`config.mk`:
```
export PLATFORM = sky130hd
export DESIGN_NAME = csv_field_tokenizer
export DESIGN_NICKNAME = d
export VERILOG_FILES = /design/src/csvtok_pkg.sv /design/src/csv_field_tokenizer.sv
export VERILOG_INCLUDE_DIRS = /design/src /design/src/src
export SDC_FILE = /design/constraint.sdc
export NUM_CORES = 1
export LEC_CHECK = 0
export BUFFER_PORTS_ARGS = -buffer_cell sky130_fd_sc_hd__buf_2
export CORE_MARGIN = 4
export CORE_UTILIZATION = 60
export DETAILED_ROUTE_END_ITERATION = 7
export PLACE_DENSITY = 0.85
export REMOVE_ABC_BUFFERS = 1
export SYNTH_ARGS = -nofsm -noshare
export SYNTH_HDL_FRONTEND = slang
export SYNTH_SLANG_ARGS = --single-unit
```
`constraint.sdc`:
```
create_clock -name clk_i -period 11.4 [get_ports clk_i]
set_clock_uncertainty 0.05 [all_clocks]
set_input_delay 0.57 -clock clk_i [delete_from_list [all_inputs] [get_ports clk_i]]
set_output_delay 0.57 -clock clk_i [all_outputs]
set_load 0.02 [all_outputs]
```
`src/csv_field_tokenizer_defines.svh`:
```
// Assertion macros used by the tokenizer module.
`ifndef CSV_FIELD_TOKENIZER_DEFINES_SVH
`define CSV_FIELD_TOKENIZER_DEFINES_SVH

// Clocked property with the reset masked out.
`define CSV_ASSERT(lbl, prop, msg) \
  lbl: assert property (@(posedge clk_i) disable iff (!rst_ni) (prop)) else $error(msg);

// Condition that must never hold at a clock edge.
`define CSV_ASSERT_NEVER(lbl, cond, msg) \
  `CSV_ASSERT(lbl, !(cond), msg)

`endif

```
`src/csvtok_pkg.sv`:
```
package csvtok_pkg;

  // Sizes of the line buffer limits.
  localparam int FIELD_BYTES = 4096;
  localparam int MAX_COLUMNS = 64;

  // Field widths of the result word.
  localparam int LEN_W = 12;
  localparam int CNT_W = 7;
  localparam int IDX_W = 6;

  // Character codes.
  localparam logic [7:0] CH_COMMA = 8'h2C;
  localparam logic [7:0] CH_QUOTE = 8'h22;
  localparam logic [7:0] CH_SPACE = 8'h20;
  localparam logic [7:0] CH_TAB   = 8'h09;
  localparam logic [7:0] CH_CR    = 8'h0D;
  localparam logic [7:0] CH_LF    = 8'h0A;
  localparam logic [7:0] CH_NUL   = 8'h00;

  // Register map.
  localparam logic [2:0] ADDR_COLUMN_LIMIT = 3'd0;
  localparam logic [CNT_W-1:0] COLUMN_LIMIT_RESET = CNT_W'(MAX_COLUMNS);

  typedef enum logic [1:0] {
    KIND_BYTE  = 2'd0,
    KIND_FIELD = 2'd1,
    KIND_ROW   = 2'd2,
    KIND_ERROR = 2'd3
  } kind_e;

  typedef enum logic {
    ERR_TOO_LONG    = 1'b0,
    ERR_TOO_MANY    = 1'b1
  } err_e;

  typedef struct packed {
    kind_e            kind;
    logic [7:0]       data_byte;
    logic [IDX_W-1:0] field_index;
    logic [LEN_W-1:0] byte_position;
    logic [LEN_W-1:0] trimmed_length;
    logic             last_of_row;
    logic [CNT_W-1:0] fields_in_row;
    err_e             error_code;
  } result_t;

  // Whitespace that is trimmed at both ends of a field.
  function automatic logic is_blank(input logic [7:0] c);
    return (c == CH_SPACE) || (c == CH_TAB) || (c == CH_CR) || (c == CH_LF);
  endfunction

endpackage

```
`src/csv_field_tokenizer.sv`:
```
// Channel   Direction  Word                 Handshake
// input     in         char_code            in_valid_i / in_stall_o
// output    out        kind .. error_code   out_valid_o / out_stall_i
// config    in/out     column_limit         APB write at address 0
//
// One character is taken every cycle unless the input stalls; its result,
// if any, is registered for output. The tokenizer state updates in one pass.
// A skid register holds one more result; it fills when a result arrives while
// the output is stalled, and the input stalls in every cycle it stays full.
// Reset clears the row state and sets column_limit to 64.
`include "csv_field_tokenizer_defines.svh"

module csv_field_tokenizer (
  input  logic        clk_i,
  input  logic        rst_ni,
  // character input
  input  logic        in_valid_i,
  output logic        in_stall_o,
  input  logic [7:0]  char_code_i,
  // result output
  output logic        out_valid_o,
  input  logic        out_stall_i,
  output logic [1:0]  kind_o,
  output logic [7:0]  data_byte_o,
  output logic [5:0]  field_index_o,
  output logic [11:0] byte_position_o,
  output logic [11:0] trimmed_length_o,
  output logic        last_of_row_o,
  output logic [6:0]  fields_in_row_o,
  output logic        error_code_o,
  // configuration
  input  logic        psel,
  input  logic        penable,
  input  logic        pwrite,
  input  logic [2:0]  paddr,
  input  logic [31:0] pwdata,
  output logic [31:0] prdata,
  output logic        pready
);

  localparam int LEN_W = csvtok_pkg::LEN_W;
  localparam int CNT_W = csvtok_pkg::CNT_W;
  localparam int IDX_W = csvtok_pkg::IDX_W;

  // Tokenizer state.
  logic             quoted_q, quoted_d;
  logic             quote_pending_q, quote_pending_d;
  logic [CNT_W-1:0] field_counter_q, field_counter_d;
  logic [LEN_W-1:0] raw_length_q, raw_length_d;
  logic             content_started_q, content_started_d;
  logic [LEN_W-1:0] emitted_length_q, emitted_length_d;
  logic [LEN_W-1:0] kept_length_q, kept_length_d;
  logic             row_closed_q, row_closed_d;
  logic [CNT_W-1:0] column_limit_q;

  // Output and skid registers.
  logic                 out_valid_q, skid_valid_q;
  csvtok_pkg::result_t  out_q, skid_q;

  csvtok_pkg::result_t  res;
  logic                 res_valid;
  logic                 in_accept, out_fire;
  logic [CNT_W-1:0]     limit;
  logic                 do_add, do_end, plain, clr_field, clr_row, blank;
  logic [7:0]           c;

  assign in_stall_o = skid_valid_q;
  assign in_accept  = in_valid_i && !in_stall_o;
  assign out_fire   = out_valid_q && !out_stall_i;
  assign c          = char_code_i;
  assign blank      = csvtok_pkg::is_blank(char_code_i);

  // Effective column limit, capped at the field capacity.
  assign limit = (column_limit_q > CNT_W'(csvtok_pkg::MAX_COLUMNS))
               ? CNT_W'(csvtok_pkg::MAX_COLUMNS) : column_limit_q;

  // Configuration port.
  assign pready = 1'b1;
  assign prdata = (paddr == csvtok_pkg::ADDR_COLUMN_LIMIT)
                ? {{(32-CNT_W){1'b0}}, column_limit_q} : 32'd0;

  always_ff @(posedge clk_i or negedge rst_ni) begin
    if (!rst_ni) begin
      column_limit_q <= csvtok_pkg::COLUMN_LIMIT_RESET;
    end else if (psel && penable && pwrite && pready &&
                 paddr == csvtok_pkg::ADDR_COLUMN_LIMIT) begin
      column_limit_q <= pwdata[CNT_W-1:0];
    end
  end

  // Per-character state update and result.
  always_comb begin
    quoted_d          = quoted_q;
    quote_pending_d   = quote_pending_q;
    field_counter_d   = field_counter_q;
    raw_length_d      = raw_length_q;
    content_started_d = content_started_q;
    emitted_length_d  = emitted_length_q;
    kept_length_d     = kept_length_q;
    row_closed_d      = row_closed_q;
    res_valid         = 1'b0;
    do_add            = 1'b0;
    do_end            = 1'b0;
    plain             = 1'b0;
    clr_field         = 1'b0;
    clr_row           = 1'b0;
    res               = '0;
    res.kind          = csvtok_pkg::KIND_BYTE;
    res.error_code    = csvtok_pkg::ERR_TOO_LONG;
    res.field_index   = field_counter_q[IDX_W-1:0];
    res.fields_in_row = field_counter_q;

    // Quote handling selects which path the character takes.
    if (row_closed_q) begin
      if (c == csvtok_pkg::CH_NUL) begin
        clr_row = 1'b1;
      end
    end else if (quote_pending_q) begin
      quote_pending_d = 1'b0;
      if (c == csvtok_pkg::CH_QUOTE) begin
        do_add = 1'b1;
      end else begin
        quoted_d = 1'b0;
        plain    = 1'b1;
      end
    end else if (quoted_q) begin
      if (c == csvtok_pkg::CH_QUOTE) begin
        quote_pending_d = 1'b1;
      end else if (c == csvtok_pkg::CH_NUL) begin
        // Unterminated quote: the open field is dropped.
        res_valid       = 1'b1;
        res.kind        = csvtok_pkg::KIND_ROW;
        res.last_of_row = 1'b1;
        clr_row         = 1'b1;
      end else begin
        do_add = 1'b1;
      end
    end else begin
      plain = 1'b1;
    end

    if (plain) begin
      if (c == csvtok_pkg::CH_QUOTE) begin
        quoted_d = 1'b1;
      end else if (c == csvtok_pkg::CH_COMMA || c == csvtok_pkg::CH_NUL ||
                   c == csvtok_pkg::CH_LF || c == csvtok_pkg::CH_CR) begin
        do_end = 1'b1;
      end else begin
        do_add = 1'b1;
      end
    end

    // Content byte with length overflow check, skipping leading whitespace.
    if (do_add) begin
      if (raw_length_q == LEN_W'(csvtok_pkg::FIELD_BYTES - 1)) begin
        res_valid       = 1'b1;
        res.kind        = csvtok_pkg::KIND_ERROR;
        res.last_of_row = 1'b1;
        clr_field       = 1'b1;
        row_closed_d    = 1'b1;
      end else begin
        raw_length_d = raw_length_q + LEN_W'(1);
        if (content_started_q || !blank) begin
          content_started_d = 1'b1;
          emitted_length_d  = emitted_length_q + LEN_W'(1);
          if (!blank) begin
            kept_length_d = emitted_length_q + LEN_W'(1);
          end
          res_valid         = 1'b1;
          res.data_byte     = c;
          res.byte_position = emitted_length_q;
        end
      end
    end

    // Field end with column check.
    if (do_end) begin
      res_valid = 1'b1;
      if (field_counter_q >= limit) begin
        res.kind        = csvtok_pkg::KIND_ERROR;
        res.error_code  = csvtok_pkg::ERR_TOO_MANY;
        res.last_of_row = 1'b1;
        if (c == csvtok_pkg::CH_NUL) begin
          clr_row = 1'b1;
        end else begin
          clr_field    = 1'b1;
          row_closed_d = 1'b1;
        end
      end else begin
        res.kind           = csvtok_pkg::KIND_FIELD;
        res.trimmed_length = kept_length_q;
        res.last_of_row    = (c == csvtok_pkg::CH_NUL) || (c == csvtok_pkg::CH_LF);
        res.fields_in_row  = field_counter_q + CNT_W'(1);
        field_counter_d    = field_counter_q + CNT_W'(1);
        if (c == csvtok_pkg::CH_NUL) begin
          clr_row = 1'b1;
        end else begin
          clr_field = 1'b1;
          if (c == csvtok_pkg::CH_LF) begin
            row_closed_d = 1'b1;
          end
        end
      end
    end

    // Clearing the field, and for a new row the counters too.
    if (clr_field || clr_row) begin
      quoted_d          = 1'b0;
      quote_pending_d   = 1'b0;
      raw_length_d      = '0;
      content_started_d = 1'b0;
      emitted_length_d  = '0;
      kept_length_d     = '0;
    end
    if (clr_row) begin
      field_counter_d = '0;
      row_closed_d    = 1'b0;
    end
  end

  // State registers advance on each accepted character.
  always_ff @(posedge clk_i or negedge rst_ni) begin
    if (!rst_ni) begin
      quoted_q          <= 1'b0;
      quote_pending_q   <= 1'b0;
      field_counter_q   <= '0;
      raw_length_q      <= '0;
      content_started_q <= 1'b0;
      emitted_length_q  <= '0;
      kept_length_q     <= '0;
      row_closed_q      <= 1'b0;
    end else if (in_accept) begin
      quoted_q          <= quoted_d;
      quote_pending_q   <= quote_pending_d;
      field_counter_q   <= field_counter_d;
      raw_length_q      <= raw_length_d;
      content_started_q <= content_started_d;
      emitted_length_q  <= emitted_length_d;
      kept_length_q     <= kept_length_d;
      row_closed_q      <= row_closed_d;
    end
  end

  // Output register with a one-word skid stage.
  always_ff @(posedge clk_i or negedge rst_ni) begin
    if (!rst_ni) begin
      out_valid_q  <= 1'b0;
      skid_valid_q <= 1'b0;
    end else if (skid_valid_q) begin
      if (out_fire) begin
        skid_valid_q <= 1'b0;
      end
    end else if (in_accept && res_valid) begin
      if (out_valid_q && !out_fire) begin
        skid_valid_q <= 1'b1;
      end else begin
        out_valid_q <= 1'b1;
      end
    end else if (out_fire) begin
      out_valid_q <= 1'b0;
    end
  end

  always_ff @(posedge clk_i) begin
    if (skid_valid_q) begin
      if (out_fire) begin
        out_q <= skid_q;
      end
    end else if (in_accept && res_valid) begin
      if (out_valid_q && !out_fire) begin
        skid_q <= res;
      end else begin
        out_q <= res;
      end
    end
  end

  assign out_valid_o      = out_valid_q;
  assign kind_o           = out_q.kind;
  assign data_byte_o      = out_q.data_byte;
  assign field_index_o    = out_q.field_index;
  assign byte_position_o  = out_q.byte_position;
  assign trimmed_length_o = out_q.trimmed_length;
  assign last_of_row_o    = out_q.last_of_row;
  assign fields_in_row_o  = out_q.fields_in_row;
  assign error_code_o     = out_q.error_code;

  // Checks on the skid stage and the tokenizer state.
  `CSV_ASSERT(a_skid_needs_out, skid_valid_q |-> out_valid_q, "skid full while output empty")
  `CSV_ASSERT(a_skid_catch, in_accept && res_valid && out_valid_q && out_stall_i |=> skid_valid_q, "lost result")
  `CSV_ASSERT(a_pending_quoted, quote_pending_q |-> quoted_q, "pending quote outside quotes")
  `CSV_ASSERT_NEVER(a_count_range, field_counter_q > CNT_W'(csvtok_pkg::MAX_COLUMNS), "count too high")
  `CSV_ASSERT(a_kept_order, kept_length_q <= emitted_length_q, "kept length above emitted")
  `CSV_ASSERT(a_emit_order, emitted_length_q <= raw_length_q, "emitted length above raw")

endmodule

```
# ---- After elaboration in Yosys (flattened, before gate mapping)
# Index checks and enable logic that the tools add are counted.
dict set report op_classes {
  addsub 3
  magnitude_cmp 2
  eq_ne 13
  muxes 102
  bitwise 1
  reduce_logical 35
}
# operator n
set ops {}
lappend ops {{$mux W49} 4}
lappend ops {{$mux W12} 16}
lappend ops {{$mux W1} 65}
lappend ops {{$mux W7} 5}
lappend ops {{$add A12 B1 Y12 const B} 2}
lappend ops {{$eq A8 B4 Y1 const B} 3}
lappend ops {{$eq A8 B6 Y1 const B} 3}
lappend ops {{$mux W21} 1}
lappend ops {{$mux W2} 8}
lappend ops {{$mux W8} 2}
lappend ops {{$eq A12 B12 Y1 const B} 1}
lappend ops {{$reduce_and A3 Y1} 4}
lappend ops {{$mux W10} 1}
lappend ops {{$reduce_bool A2 Y1} 5}
lappend ops {{$logic_or A1 B1 Y1} 9}
lappend ops {{$logic_not A8 Y1} 1}
lappend ops {{$ne A2 B1 Y1 const B} 4}
lappend ops {{$add A7 B1 Y7 const B} 1}
lappend ops {{$ge A7 B7 Y1} 1}
lappend ops {{$gt A7 B7 Y1 const B} 1}
lappend ops {{$logic_and A1 B1 Y1} 7}
lappend ops {{$reduce_and A5 Y1} 1}
lappend ops {{$logic_not A1 Y1} 4}
lappend ops {{$ne A2 B2 Y1 const B} 2}
lappend ops {{other kinds (4)} 5}
dict set report word_totals {
  reg_bits 154
  in_bits 50
  elab_cells 183
}

# ---- Logic depth before layout (Yosys ltp)
# Gate-level depths: netlist of run 1.
dict set report depth {
  word_depth 15
  depth_mapped 10
}

# ---- Worst setup path after synthesis of run 1
# No wires, ideal clock.
dict set report synth_timing {
  path_type {in2reg}
  startpoint {input char_code_i[0]}
  endpoint {register skid_q[0] (netlist name), enable pin}
  setup_ps 516
  arrival_ps 5295
  t_required_ps 10834
  setup_slack_ps 5539
  cell_stages 6
  path_buffers 0
  path_cell_list {nor3_1 nand2_1 nor4_1 a2111oi_0 or2_2 nor3_1}
}
dict set report synth_between {
  elab_chain_cells 13
  word_cells_on_any_way 41
}
# element line_no
set synth_lines {}
lappend synth_lines {{start, declared} csv_field_tokenizer.sv:19} ;# input logic [7:0] char_code_i,
lappend synth_lines {{$logic_not A8 Y1} {csv_field_tokenizer.sv:129, csv_field_tokenizer.sv:145}}
lappend synth_lines {{$mux W1} csv_field_tokenizer.sv:129} ;# end else if (c == csvtok_pkg::CH_NUL) begin
lappend synth_lines {{$mux W1} csv_field_tokenizer.sv:127} ;# if (c == csvtok_pkg::CH_QUOTE) begin
lappend synth_lines {{$mux W1} csv_field_tokenizer.sv:126} ;# end else if (quoted_q) begin
lappend synth_lines {{$mux W1} csv_field_tokenizer.sv:118} ;# end else if (quote_pending_q) begin
lappend synth_lines {{$mux W1} csv_field_tokenizer.sv:114} ;# if (row_closed_q) begin
lappend synth_lines {{$mux W1} csv_field_tokenizer.sv:145} ;# end else if (c == csvtok_pkg::CH_COMMA || c == csvtok_pkg::CH_NUL ||
lappend synth_lines {{$mux W1} csv_field_tokenizer.sv:143} ;# if (c == csvtok_pkg::CH_QUOTE) begin
lappend synth_lines {{$mux W1} csv_field_tokenizer.sv:142} ;# if (plain) begin
lappend synth_lines {{$mux W1} csv_field_tokenizer.sv:154} ;# if (do_add) begin
lappend synth_lines {{$mux W1 (*)} csv_field_tokenizer.sv:177} ;# if (do_end) begin
lappend synth_lines {{$logic_and A1 B1 Y1 (*)} csv_field_tokenizer.sv:269} ;# end else if (in_accept && res_valid) begin
lappend synth_lines {{$reduce_and A3 Y1 (no source line) (*)} -}
lappend synth_lines {{end signal, assigned} csv_field_tokenizer.sv:271} ;# skid_q <= res;
lappend synth_lines {{end, declared} csv_field_tokenizer.sv:58} ;# csvtok_pkg::result_t out_q, skid_q;
# Mark *: on every way between the ends. The rest lies on a longest branch, timed or not.
# A chain may end at the register's enable or synchronous reset.

# ---- Worst setup path after layout of run 1
dict set report layout_timing {
  startpoint {input char_code_i[0]}
  endpoint {register out_q (netlist bit data_byte_o[4]), enable pin}
}
dict set report layout_between {
  elab_chain_cells 14
  word_cells_on_any_way 42
}
# element line_no
set layout_lines {}
lappend layout_lines {{$logic_not A8 Y1} {csv_field_tokenizer.sv:129, csv_field_tokenizer.sv:145}}
lappend layout_lines {{$mux W1} csv_field_tokenizer.sv:129}
lappend layout_lines {{$mux W1} csv_field_tokenizer.sv:127}
lappend layout_lines {{$mux W1} csv_field_tokenizer.sv:126}
lappend layout_lines {{$mux W1} csv_field_tokenizer.sv:118}
lappend layout_lines {{$mux W1} csv_field_tokenizer.sv:114}
lappend layout_lines {{$mux W1} csv_field_tokenizer.sv:145}
lappend layout_lines {{$mux W1} csv_field_tokenizer.sv:143}
lappend layout_lines {{$mux W1} csv_field_tokenizer.sv:142}
lappend layout_lines {{$mux W1} csv_field_tokenizer.sv:154}
lappend layout_lines {{$mux W1 (*)} csv_field_tokenizer.sv:177}
lappend layout_lines {{$logic_and A1 B1 Y1 (*)} csv_field_tokenizer.sv:269}
lappend layout_lines {{$reduce_bool A2 Y1 (no source line) (*)} -}
lappend layout_lines {{$reduce_and A3 Y1 (no source line) (*)} -}
lappend layout_lines {{end signal, assigned} csv_field_tokenizer.sv:267} ;# out_q <= skid_q;
lappend layout_lines {{end signal, assigned} csv_field_tokenizer.sv:273} ;# out_q <= res;
lappend layout_lines {{end, declared} csv_field_tokenizer.sv:58}
# Marks and branches as above.

==> results of run 1 <==
## power by group
part           switching, mW  total [mW]  internal (mW)
combinational          0.172       0.277          0.105
sequential            0.0475       0.737          0.689
clock                  0.223       0.613          0.390
## metrics by stage
| step | hold slack [ps] | instances | power [mW] | setup WS (ps) |
|---|---|---|---|---|
| final | 225 | 830 | 1.63 | 7710 |
| after global routing | 297 | 830 | 1.69 | 7450 |
| after CTS | 261 | 830 | 1.63 | 7770 |
| after detailed placement | 412 | 798 | 1.02 | 7360 |
| after global placement | 402 | 798 | 1.00 | 7580 |
| after floorplan | 224 | 562 | 0.927 | 5530 |
## cell families (layout without fill, tap and decap cells)
| family | count (synthesis) | count (layout) | share of synthesized area |
|---|---|---|---|
| simple gates | 182 | 182 | 0.131 |
| flops | 154 | 154 | 0.593 |
| compound gates | 101 | 101 | 0.0947 |
| mux | 57 | 57 | 0.0875 |
| buf+inv | 57 | 129 | 0.0463 |
| xor+xnor | 24 | 24 | 0.0287 |
| fa+ha+maj | 10 | 10 | 0.0171 |
| other cells | 2 | 26 | 0.00103 |
## sequential cells by signal, summed over array words and instances, names as in the netlist, 2 cells and up
register,flops
skid_q,49
byte_position_o,12
emitted_length_q,12
kept_length_q,12
raw_length_q,12
trimmed_length_o,12
data_byte_o,8
column_limit_q,7
field_counter_q,7
fields_in_row_o,7
field_index_o,6
kind_o,2
## per-layer routing
layer  global-route usage  vias up  wire length (um)
li1                     -     2272                 -
met1                0.295     2450              6390
met2                0.347      210              7090
met3               0.0517       26               950
met4               0.0652        2               224
met5                    0        -                 7
## final timing paths
check | endpoint | depth (start not counted) | slack (ps) | start
max | data_byte_o[4]$_DFFE_PP_ | 8 | 7710 | char_code_i[0]
max reg2reg | emitted_length_q[0]$_DFFE_PN0P_ | 7 | 7770 | in_stall_o$_DFF_PN0_
min | column_limit_q[4]$_DFFE_PN0P_ | 2 | 220 | rst_ni
max in group asynchronous | emitted_length_q[10]$_DFFE_PN0P_ | 2 | 10580 | rst_ni
min reg2reg | kept_length_q[11]$_DFFE_PN0P_ | 2 | 420 | kept_length_q[11]$_DFFE_PN0P_
min in group clk_i | column_limit_q[6]$_DFFE_PN1P_ | 3 | 330 | pwdata[6]
## cell usage in the layout, fill, tap and decap left out, types with 3 or more instances in the layout
| master | instances |
|---|---|
| a31oi_1 | 8 |
| nor4_1 | 3 |
| o31ai_1 | 12 |
| nand3_1 | 12 |
| dfrtp_1 | 55 |
| buf_4 | 7 |
| nand2b_1 | 4 |
| ha_1 | 10 |
| inv_1 | 7 |
| clkinv_4 | 3 |
| o21a_1 | 3 |
| edfxtp_1 | 98 |
| and3_1 | 14 |
| nand2_1 | 43 |
| nor2b_1 | 14 |
| conb_1 | 26 |
| clkbuf_16 | 17 |
| nor3_1 | 13 |
| bufinv_16 | 5 |
| xor2_1 | 9 |
| nor2_1 | 22 |
| a22o_1 | 12 |
| o21ai_1 | 9 |
| a21oi_1 | 14 |
| and2_1 | 39 |
| o21ai_0 | 22 |
| a21o_1 | 3 |
| buf_2 | 82 |
| xnor2_1 | 15 |
| nand4_1 | 4 |
| mux2_2 | 56 |
## critical path, stage by stage
cell and delay (ps):
buf_2 140, nor3_1 510, nand2_1 320, nor4_1 520, a2111oi_0 120, or2_2 390, a21oi_4 610, buf_4 510
## area by class of cell
class	count	area (sq um)
Clock buffer	18	429
Clock inverter	14	220
Fill cell	753	3540
Inverter	8	30.0
Multi-Input combinational cell	400	2750
Sequential cell	154	4350
Tap cell	147	184
Timing Repair Buffer	89	463
==> results_dict.tcl, run 1 <==
set metrics [dict create \
    status "complete, no violations" \
    htree_levels 4 \
    cp.arrival_ps 3710 \
    placed_cell_area_sq_mm 0.00777 \
    ys_seq_area_frac 0.593 \
    first_pass_iters 5 \
    synth_ff_type "edfxtp_1" \
    synth_edf_count 98 \
    synthTopCellsByCount "edfxtp_1, mux2_2, dfrtp_1" \
    p_leak_nw 3.52 \
    vias 4960 \
    synth.most_common_cell "edfxtp_1" \
    cts_buffers 17 \
    hold_path_class "input port to async pin" \
    coreArea_sq_mm 0.0120 \
    clk_pin_slew_worst_paths_ps 60 \
    hold_viol_final 0 \
    netlist_area_sq_mm 0.00732 \
    synthCells 587 \
    final_max_slew_viol_count 0 \
    period_share 0.324 \
    vias_per_cell 5.98 \
    rows 40 \
    finalSetupViolations 0 \
    num_io_pins 134 \
    crit_required_ps 11420 \
    ctsResizeCount 0 \
    grt_util_all_layers 0.216 \
    drtAntennaViolNets 0 \
    dieArea_sq_mm 0.0140 \
    async_flop_share 0.364 \
    finalNetCount 730 \
    io_buffers 82 \
    maxCapViolCount 0 \
    cp-end-kind "flop" \
    antenna_found_initial 1 \
    post_cts_buffers 0 \
    worstSetupPathType "input port to flop" \
    min_period_ps 3690 \
    dp_hpwl_um 9500 \
    startpoint_type "input port" \
    synth_top_cell_by_area "edfxtp_1" \
    grt_pass1_wl_um 24500 \
    worst_pin_slew_ps 1010 \
    power_density_mw_per_mm2 193 \
    max_freq_mhz 271 \
    synth.ff_latch_count 154 \
    hold_buffers 0 \
    drt-total-wl_um 14700 \
    vdd_drop_max_uv 102 \
    gp_congestion 0.893 \
    grt_pass1_vias 4849 \
    critPathMaxFanout 32 \
    area_growth_pct 14.9 \
    grt_max_degree 57 \
    design_area_sq_mm 0.00842 \
    clockRootBuffer "clkbuf_16" \
    max_slew_margin 0.325 \
    yosysWarnings 0 \
    post_drt_wl_per_cell_um 17.7 \
    cts_tree "built" \
    clk-insertion-delay-late_ps 420 \
    die_w_um 118 \
    synth.area.top_cells "edfxtp_1, dfrtp_1, mux2_2" \
    post-route-util 0.704 \
    cts_buffer_depth 2 \
    rsz0062_at_grt "false" \
    chipHeight_um 118 \
    synth_cell_types 55 \
    syn_avg_cell_area_sq_um 12.5 \
    floorplan.initialDensity 0.612 \
    n_antenna_cell 0 \
    drc_errors 0 \
    tns_ps 0 \
    grt-ovfl-total 0 \
    cts.sinks 154 \
    drt-initial-drc-count 455 \
    synth_top_area_frac 0.402 \
    layout-drive-gt1-share 0.277 \
]
(Power assumes the default switching activity.)
==> run 2, diff against run 1 <==
- ABC_AREA: default -> 1
- CORE_UTILIZATION: 60 -> 56
- PLACE_DENSITY: 0.85 -> 0.8
- clock period: 11.4 -> 3.43 ns (I/O delays scaled with it)
==> run 2 against run 1 <==
Against the previous run: register-to-register slack got worse by 7200 ps; flip-flop and latch count stayed put; power rose to 4.6 times the previous value; setup slack worse by 7100 ps; clock power grew to 3.2 times the previous value; die area grew 11%; global-route usage fell by 0.15 points; sequential share of layout area down 2.1 points; routed wire length grew 11%; hold slack lost 180 ps; final cell count grew 34%; synthesized area grew 4.6%.
==> results_dict.tcl, run 2 <==
set metrics [dict create \
    status "complete, no violations" \
    rsz0062_at_grt "false" \
    cts.sinks 154 \
    die_w_um 125 \
    synth.area.top_cells "edfxtp_1, dfrtp_1, nand2_1" \
    synthTopCellsByCount "nand2_1, nor2_1, edfxtp_1" \
    path_common_cell "nand2_1" \
    chipHeight_um 125 \
    rr_startpoint "column_limit_q[4]$_DFFE_PN0P_" \
    critPathTopFamily "simple AND/OR/NAND/NOR gates" \
    cp.arrival_ps 3000 \
    clk_pin_slew_worst_paths_ps 60 \
    r2r_cells 14 \
    num_io_pins 134 \
    io_buffers 82 \
    vdd_drop_max_uv 575 \
    cts_tree "built" \
    nFillCells 1063 \
    r2r_end "kind_o[1]$_DFFE_PP_" \
    coreArea_sq_mm 0.0133 \
    grt_util_all_layers 0.215 \
    min_period_ps 2870 \
    worstPathCellList "nor4_1, nand3_1, nand2_1, nand2_1, ha_1, a21oi_1, o21ai_0, nand4_1, nand3_1, buf_4, nand2_1, nand3_1, nand2_1, nand2_1" \
    max_slew_margin 0.494 \
    cts_buffers 17 \
    floorplan.initialDensity 0.574 \
    cp-startpoint "column_limit_q[4]$_DFFE_PN0P_" \
    grt-ovfl-total 0 \
    yosysWarnings 0 \
    grt_pass1_wl_um 27300 \
    vias 5902 \
    synthCells 844 \
    syn_avg_cell_area_sq_um 9.08 \
    post_drt_wl_per_cell_um 14.6 \
    dieArea_sq_mm 0.0156 \
    slowest_delay_ps 390 \
    rows 42 \
    ys_seq_area_frac 0.567 \
    crit_cells 14 \
    period_share 0.836 \
    clk-insertion-delay-late_ps 430 \
    antenna_found_initial 0 \
    vias_per_cell 5.29 \
    critPathBufInv 1 \
    fin_cells 1115 \
    mostFrequentLayoutCells "nand2_1, nor2_1, edfxtp_1" \
    power.total_mw 7.46 \
    maxCapViolCount 0 \
    synth_top_area_frac 0.384 \
    fin_hold_ws_ps 40.2 \
    tns_ps 0 \
    ctsResizeCount 0 \
    finalSetupViolations 0 \
    r2r_setup_slack_ps 560 \
    power_density_mw_per_mm2 850 \
    largest_reg_flops 49 \
    final_max_slew_viol_count 0 \
    cts_buffer_depth 2 \
    dp_hpwl_um 10400 \
    p_leak_nw 4.04 \
    dp.cells 1076 \
    synth_edf_count 98 \
    top_register "skid_q" \
    grt_pass1_vias 5710 \
    drt-initial-drc-count 634 \
    hold_viol_final 0 \
    clockRootBuffer "clkbuf_16" \
    async_flop_share 0.364 \
    worstSetupPathType "flop to flop" \
    synth_top_cell_by_area "edfxtp_1" \
    layout-drive-gt1-share 0.163 \
    worst_pin_slew_ps 759 \
    htree_levels 4 \
    critPathMaxFanout 16 \
    startpoint_type "flop" \
    synth.most_common_cell "nand2_1" \
    drt-total-wl_um 16200 \
    max_freq_mhz 349 \
    drc_errors 0 \
    netlist_area_sq_mm 0.00766 \
    finalNetCount 987 \
    synth_ff_type "edfxtp_1" \
    n_antenna_cell 0 \
    crit_path_top_delay_cell "dfrtp_1" \
    synth_cell_types 38 \
    crit_required_ps 3570 \
    critPathCapture "kind_o[1]$_DFFE_PP_" \
    area_growth_pct 14.6 \
    gp_congestion 0.898 \
    first_pass_iters 5 \
    hold_path_class "input port to flop" \
    drtAntennaViolNets 0 \
    grt_max_degree 57 \
    synth.ff_latch_count 154 \
    cp-end-kind "flop" \
    final_common_cell "nand2_1" \
]
-- run 2: cell count changes in the layout (fill, tap and decap cells not counted), moves of 38 or more --
cell / previous run / this run
nor2_1: 22 / 107
nand3_1: 12 / 58
inv_1: 7 / 59
and2_1: 39 / 1
nand2_1: 43 / 254
mux2_2: 56 / 0
-- run 2: what timing repair did --
item,4_1_cts,5_1_grt
hold buffers,8,0
endpoints found under the hold margin,37,0
setup buffers,0,0
-- run 2: worst reg2reg max path: stages, from the launching register on --
cell and delay (ps):
dfrtp_1 390, nor4_1 280, nand3_1 130, nand2_1 100, nand2_1 50, ha_1 320, a21oi_1 170, o21ai_0 130
nand4_1 100, nand3_1 230, buf_4 290, nand2_1 120, nand3_1 130, nand2_1 90, nand2_1 50
-- run 2: final cells by class --
| type | instances | area [sq um] | area share |
|---|---|---|---|
| Tap cell | 176 | 220 | 0.0251 |
| Clock buffer | 19 | 433 | 0.0493 |
| Multi-Input combinational cell | 591 | 2790 | 0.318 |
| Sequential cell | 154 | 4350 | 0.495 |
| Clock inverter | 12 | 175 | 0.0199 |
| Timing Repair Buffer | 98 | 576 | 0.0655 |
| Inverter | 65 | 244 | 0.0278 |
-- run 2: stage by stage --
step,utilization,worst slack (ps),instance area [sq um]
3_3_place_gp,0.607,754,8100
3_5_place_dp,0.607,687,8100
2_1_floorplan,-,-2770,7360
6_report,0.658,561,8780
5_1_grt,0.658,227,8780
4_1_cts,0.658,570,8780
-- run 2: power by group --
group / leakage, nW / internal (mW) / switching, mW
registers: 1.63 / 2.68 / 0.263
clock network: 0.289 / 1.21 / 0.732
logic: 2.13 / 0.781 / 1.79
total: 4.04 / 4.67 / 2.79
-- run 2: layer usage --
| metal | vias up | global-route usage | share of wire |
|---|---|---|---|
| li1 | 2876 | - | - |
| met1 | 2792 | 0.277 | 0.43 |
| met2 | 207 | 0.355 | 0.49 |
| met3 | 27 | 0.0465 | 0.061 |
| met4 | 0 | 0.0855 | 0.019 |
| met5 | - | 0 | 0 |
-- run 2: logic make-up (layout without fill, tap and decap cells) --
| group | Yosys count | after routing | share of synthesized area |
|---|---|---|---|
| XOR/XNOR | 21 | 21 | 0.0240 |
| AND/OR/NAND/NOR | 474 | 474 | 0.267 |
| AO/OA/AOI/OAI | 60 | 60 | 0.0411 |
| flip-flops | 154 | 154 | 0.567 |
| adder cells (fa/ha/maj) | 10 | 10 | 0.0163 |
| other | 2 | 26 | 0.000980 |
| buffers and inverters | 123 | 194 | 0.0831 |
-- run 2: how the worst min path moves through the flow --
stage	from	end	cells after the start
2_1_floorplan	rst_ni	column_limit_q[0]$_DFFE_PN0P_	0
3_3_place_gp	rst_ni	column_limit_q[0]$_DFFE_PN0P_	1
3_5_place_dp	rst_ni	column_limit_q[1]$_DFFE_PN0P_	1
4_1_cts	out_stall_i	in_stall_o$_DFF_PN0_	3
5_1_grt	out_stall_i	in_stall_o$_DFF_PN0_	3
6_report	out_stall_i	in_stall_o$_DFF_PN0_	3
